==> src/hw/rtl/skt_pkg.sv <==
// ----------------------------------------------------------------------------
// skt_pkg
// Shared constants, codes and controller/datapath signal groups for the
// sorted key table.
// ----------------------------------------------------------------------------
package skt_pkg;

  localparam int MAX_ENTRIES   = 512;
  localparam int MAX_KEY_CHARS = 8;
  localparam int IDX_W  = $clog2(MAX_ENTRIES);
  localparam int CNT_W  = $clog2(MAX_ENTRIES + 1);
  localparam int CHR_W  = $clog2(MAX_KEY_CHARS);
  localparam int CI_W   = $clog2(MAX_KEY_CHARS + 1);
  localparam int LEN_W  = 4;
  localparam int CHAR_W = 16;

  localparam logic [CHAR_W-1:0] FOLD_LOW   = 16'h0041;
  localparam logic [CHAR_W-1:0] FOLD_HIGH  = 16'h005A;
  localparam logic [CHAR_W-1:0] FOLD_DELTA = 16'd32;

  typedef enum logic [1:0] {
    ST_FOUND    = 2'd0,
    ST_INSERTED = 2'd1,
    ST_ABSENT   = 2'd2,
    ST_FULL     = 2'd3
  } status_t;

  localparam logic CMD_INSERT = 1'b1;

  typedef enum logic [3:0] {
    S_IDLE,
    S_PROBE,
    S_ID,
    S_CHAR,
    S_RESOLVE,
    S_SHRD,
    S_SHWR,
    S_PUT,
    S_KEY
  } state_t;

  typedef struct packed {
    logic    load;
    logic    probe;
    logic    take_id;
    logic    next_char;
    logic    update;
    logic    sh_init;
    logic    sh_read;
    logic    sh_write;
    logic    put;
    logic    key_write;
    logic    finish;
    status_t fin_status;
  } ctl_t;

  typedef struct packed {
    logic lo_lt_hi;
    logic cmp_done;
    logic at_rank;
    logic found;
    logic insert;
    logic full;
    logic key_last;
  } sts_t;

endpackage

==> src/hw/rtl/skt_ctrl.sv <==
// ----------------------------------------------------------------------------
// skt_ctrl
// Sequencer for search, index shift and key store.
// ----------------------------------------------------------------------------
module skt_ctrl import skt_pkg::*; (
  input  logic clk,
  input  logic rst,
  input  logic start,
  input  sts_t sts,
  output ctl_t ctl,
  output logic busy
);

  state_t state, state_next;

  // state register
  always_ff @(posedge clk) begin
    if (rst) state <= S_IDLE;
    else     state <= state_next;
  end

  assign busy = (state != S_IDLE);

  // next state and commands
  always_comb begin
    ctl        = '0;
    ctl.fin_status = ST_FOUND;
    state_next = state;
    case (state)
      S_IDLE: begin
        if (start) begin
          ctl.load   = 1'b1;
          state_next = S_PROBE;
        end
      end
      S_PROBE: begin
        if (sts.lo_lt_hi) begin
          ctl.probe  = 1'b1;
          state_next = S_ID;
        end else begin
          state_next = S_RESOLVE;
        end
      end
      S_ID: begin
        ctl.take_id = 1'b1;
        state_next  = S_CHAR;
      end
      S_CHAR: begin
        if (sts.cmp_done) begin
          ctl.update = 1'b1;
          state_next = S_PROBE;
        end else begin
          ctl.next_char = 1'b1;
        end
      end
      S_RESOLVE: begin
        if (sts.found) begin
          ctl.finish = 1'b1;
          ctl.fin_status = ST_FOUND;
          state_next = S_IDLE;
        end else if (!sts.insert) begin
          ctl.finish = 1'b1;
          ctl.fin_status = ST_ABSENT;
          state_next = S_IDLE;
        end else if (sts.full) begin
          ctl.finish = 1'b1;
          ctl.fin_status = ST_FULL;
          state_next = S_IDLE;
        end else begin
          ctl.sh_init = 1'b1;
          state_next  = S_SHRD;
        end
      end
      S_SHRD: begin
        if (sts.at_rank) begin
          state_next = S_PUT;
        end else begin
          ctl.sh_read = 1'b1;
          state_next  = S_SHWR;
        end
      end
      S_SHWR: begin
        ctl.sh_write = 1'b1;
        state_next   = S_SHRD;
      end
      S_PUT: begin
        ctl.put    = 1'b1;
        state_next = S_KEY;
      end
      S_KEY: begin
        ctl.key_write = 1'b1;
        if (sts.key_last) begin
          ctl.finish = 1'b1;
          ctl.fin_status = ST_INSERTED;
          state_next = S_IDLE;
        end
      end
      default: state_next = S_IDLE;
    endcase
  end

endmodule

==> config.mk <==
export PLATFORM = sky130hd
export DESIGN_NAME = skt_ctrl
export DESIGN_NICKNAME = d
export VERILOG_FILES = /design/src/hw/rtl/skt_pkg.sv /design/src/hw/rtl/skt_ctrl.sv
export SDC_FILE = /design/constraint.sdc
export NUM_CORES = 1
export LEC_CHECK = 0
export BUFFER_PORTS_ARGS = -buffer_cell sky130_fd_sc_hd__buf_2
export CAP_MARGIN = 10
export CORE_AREA = 8 8 45 47
export DETAILED_ROUTE_END_ITERATION = 6
export DIE_AREA = 0 0 53 55
export PLACE_DENSITY_LB_ADDON = 0.1
export SYNTH_ARGS = -nofsm -noshare
export SYNTH_HDL_FRONTEND = slang
export SYNTH_SLANG_ARGS = --single-unit
==> constraint.sdc <==
create_clock -name clk -period 1.13 [get_ports clk]
set_input_delay 0.226 -clock clk [delete_from_list [all_inputs] [get_ports clk]]
set_output_delay 0.226 -clock clk [all_outputs]
set_load 0.02 [all_outputs]
==> flow_metrics.tcl <==
set metrics [dict create \
    wl_um 1570 \
    p_per_area_nw_per_um2 786 \
    power.total_w 0.000776 \
    place_hpwl_um 1150 \
    p_leak_nw 0.453 \
    syn_nets 68 \
    grt_pass1_vias 619 \
    postRouteAntennaNets 0 \
    setup_viol 17 \
    yosys_warnings 0 \
    wl_per_cell_um 13.3 \
    clockBufferDepth 2 \
    slew_headroom_pct 86.9 \
    cts_sinks 4 \
    yosysMostFrequentCell "nor2_1" \
    power.share.clock_pct 22.3 \
    drv_slew 0 \
    yosysUniqueCellTypes 22 \
    critPathLaunch "state[3]" \
    postCtsHoldBufs 0 \
    r2r_start "state[3]" \
    hp-class "in2reg" \
    num_antenna_cells 0 \
    routed_via_density 4.92 \
    yosysTopAreaCellShare_pct 20.7 \
    regMostFlops "state" \
    async_reset_ff_share_pct 0 \
    p_seq_share_pct 23.7 \
    setup_slack_ns -0.369 \
    rrSetupSlack_ns -0.26 \
    largest_register_ffs 4 \
    dr_total_vias 580 \
    top_regs "state: 4 flops" \
    grt_setup_unrepaired "yes" \
    slowest_delay_ns 0.38 \
    cts-root-buf "clkbuf_4" \
    rr_worst_depth 5 \
    std_cell_rows 14 \
    grt_max_degree 8 \
    final_util_pct 71.3 \
    grt_usage_pct 11.3 \
    die_w_um 53 \
    tightest_slew_ns 0.194 \
    synth_edf_count 0 \
    yosysTopAreaCell "dfxtp_1" \
    h-tree-depth 1 \
    synth_ff_type "dfxtp_1" \
    core-area_um2 1380 \
    endpoint "ctl[9]" \
    grt_pass1_wl_um 2510 \
    p_sw_w 0.000286 \
    place.gp.congestion 0.787 \
    synth-seq-cells 4 \
    cp.depth 4 \
    finalCritPeriodShare_pct 133 \
    initial_core_util_pct 27.9 \
    drt_iter0_drc 5 \
    ir_drop_mv 0.415 \
    hold_slack_ns 0.211 \
    start_kind "flip-flop" \
    min_period_ns 1.50 \
    syn_area_um2 387 \
    whs_path_depth 2 \
    critPathTopFamily "simple AND/OR/NAND/NOR gates" \
    die_h_um 55 \
    synth.avg_cell_area_um2 6.67 \
    worstReg2RegEnd "state[0]" \
    setup-tns-final_ns -4.54 \
    insertion_delay_ns 0.23 \
    critPathArrivalTime_ns 1.27 \
    clock_skew_ns 0.00439 \
    final_layout_size_suffix_gt1_share_pct 78.4 \
    hold_violations 0 \
    combinationalPowerShare_pct 54.1 \
    yosysSeqAreaShare_pct 20.7 \
    drc 0 \
    crit_type "reg2out" \
    pre_cts_ws_ns -0.214 \
    fp.dieArea_um2 2920 \
    p_sw_share_pct 36.9 \
    slowest_stage "or3_4" \
    port-buffer-count 23 \
    antenna_found_initial 0 \
    clk_pin_slew_ns 0.04 \
    syn-instance-count 58 \
    p_int_w 0.000490 \
    cap_violations 0 \
    critPathMaxFanout 4 \
    fmax_ghz 0.667 \
    area_delta_synth_final_pct 155 \
    cts_tree "done" \
    drtPass1Iterations 2 \
    cp-end-kind "primary output" \
    synth_commonest_cells "nor2_1, nand2_1, a21oi_1" \
    nets 114 \
    cts_buffers 3 \
    path_buf_inv 2 \
    violations "setup timing" \
    status "finished, violations left" \
    overflow 0 \
    ios 24 \
    cp_cell_sequence "nand2b_4 > or3_4 > inv_4 > buf_6" \
    yosys-top-cells-area "dfxtp_1, a21oi_1, nor2_1, nand2_1, nor2b_1" \
    worstPathRequired_ns 0.90 \
]
## metal layers
layer | up-vias | wire length, um | track usage, %
met3 | 2 | 131 | 4.55
met5 | - | 0 | 0
met2 | 20 | 860 | 21.7
li1 | 286 | - | -
met4 | 0 | 18 | 3.88
met1 | 272 | 564 | 10.5
## through the flow
step	area, um2	cells
after floorplan	485	58
after global placement	711	110
after detailed placement	711	110
after CTS	910	117
after global routing	987	118
final	987	118
## layout by cell type (no fill, tap or decap), types with 2 or more instances in the layout
master    netlist  routed
buf_2           0       9
a21oi_1         6       5
buf_4           1      16
nor3_4          0       2
nand2_4         0       3
dfxtp_4         0       4
nand2_1         7       3
nor2b_4         0       3
inv_1           5       4
nor2_1          8       3
nand2b_4        1       2
buf_6           2      18
nor2_4          0       5
nor3_2          0       2
clkbuf_4        0       3
## layout make-up
cell class / count / area [um2]
Timing Repair Buffer: 44 / 383
Tap cell: 16 / 20.0
Clock buffer: 3 / 22.5
Inverter: 5 / 21.3
Fill cell: 109 / 397
Sequential cell: 4 / 95.1
Multi-Input combinational cell: 46 / 445
## power groups by stage
stage | Combinational [W] | Sequential, W | Clock [W]
floorplan | 0.000200 | 0.000164 | 0
global placement | 0.000297 | 0.000176 | 0
detailed placement | 0.000296 | 0.000176 | 0
CTS | 0.000383 | 0.000183 | 0.000179
global route | 0.000450 | 0.000186 | 0.000191
finish | 0.000420 | 0.000184 | 0.000173
## logic make-up after synthesis
family	count (synthesis)	synth area share, %
flip-flops	4	20.7
AND/OR/NAND/NOR	35	48.9
buffers and inverters	8	12.6
AO/OA/AOI/OAI	11	17.8
## how the worst min path moves through the flow
stage	startpoint	to	slack, ns
2_1_floorplan	rst	state[0]	0.29
3_3_place_gp	rst	state[0]	0.45
5_1_grt	rst	state[0]	0.21
6_report	rst	state[0]	0.21
4_1_cts	rst	state[0]	0.20
3_5_place_dp	rst	state[0]	0.44
## repair_timing
item | 4_1_cts | 5_1_grt
setup endpoints to repair | 17 | 17
hold endpoints to repair | 0 | 0
gates resized for setup | 45 | 17
buffers inserted | 4 | 2
pin swaps | 11 | 5
No activity file was read; power rests on OpenSTA's default activity.
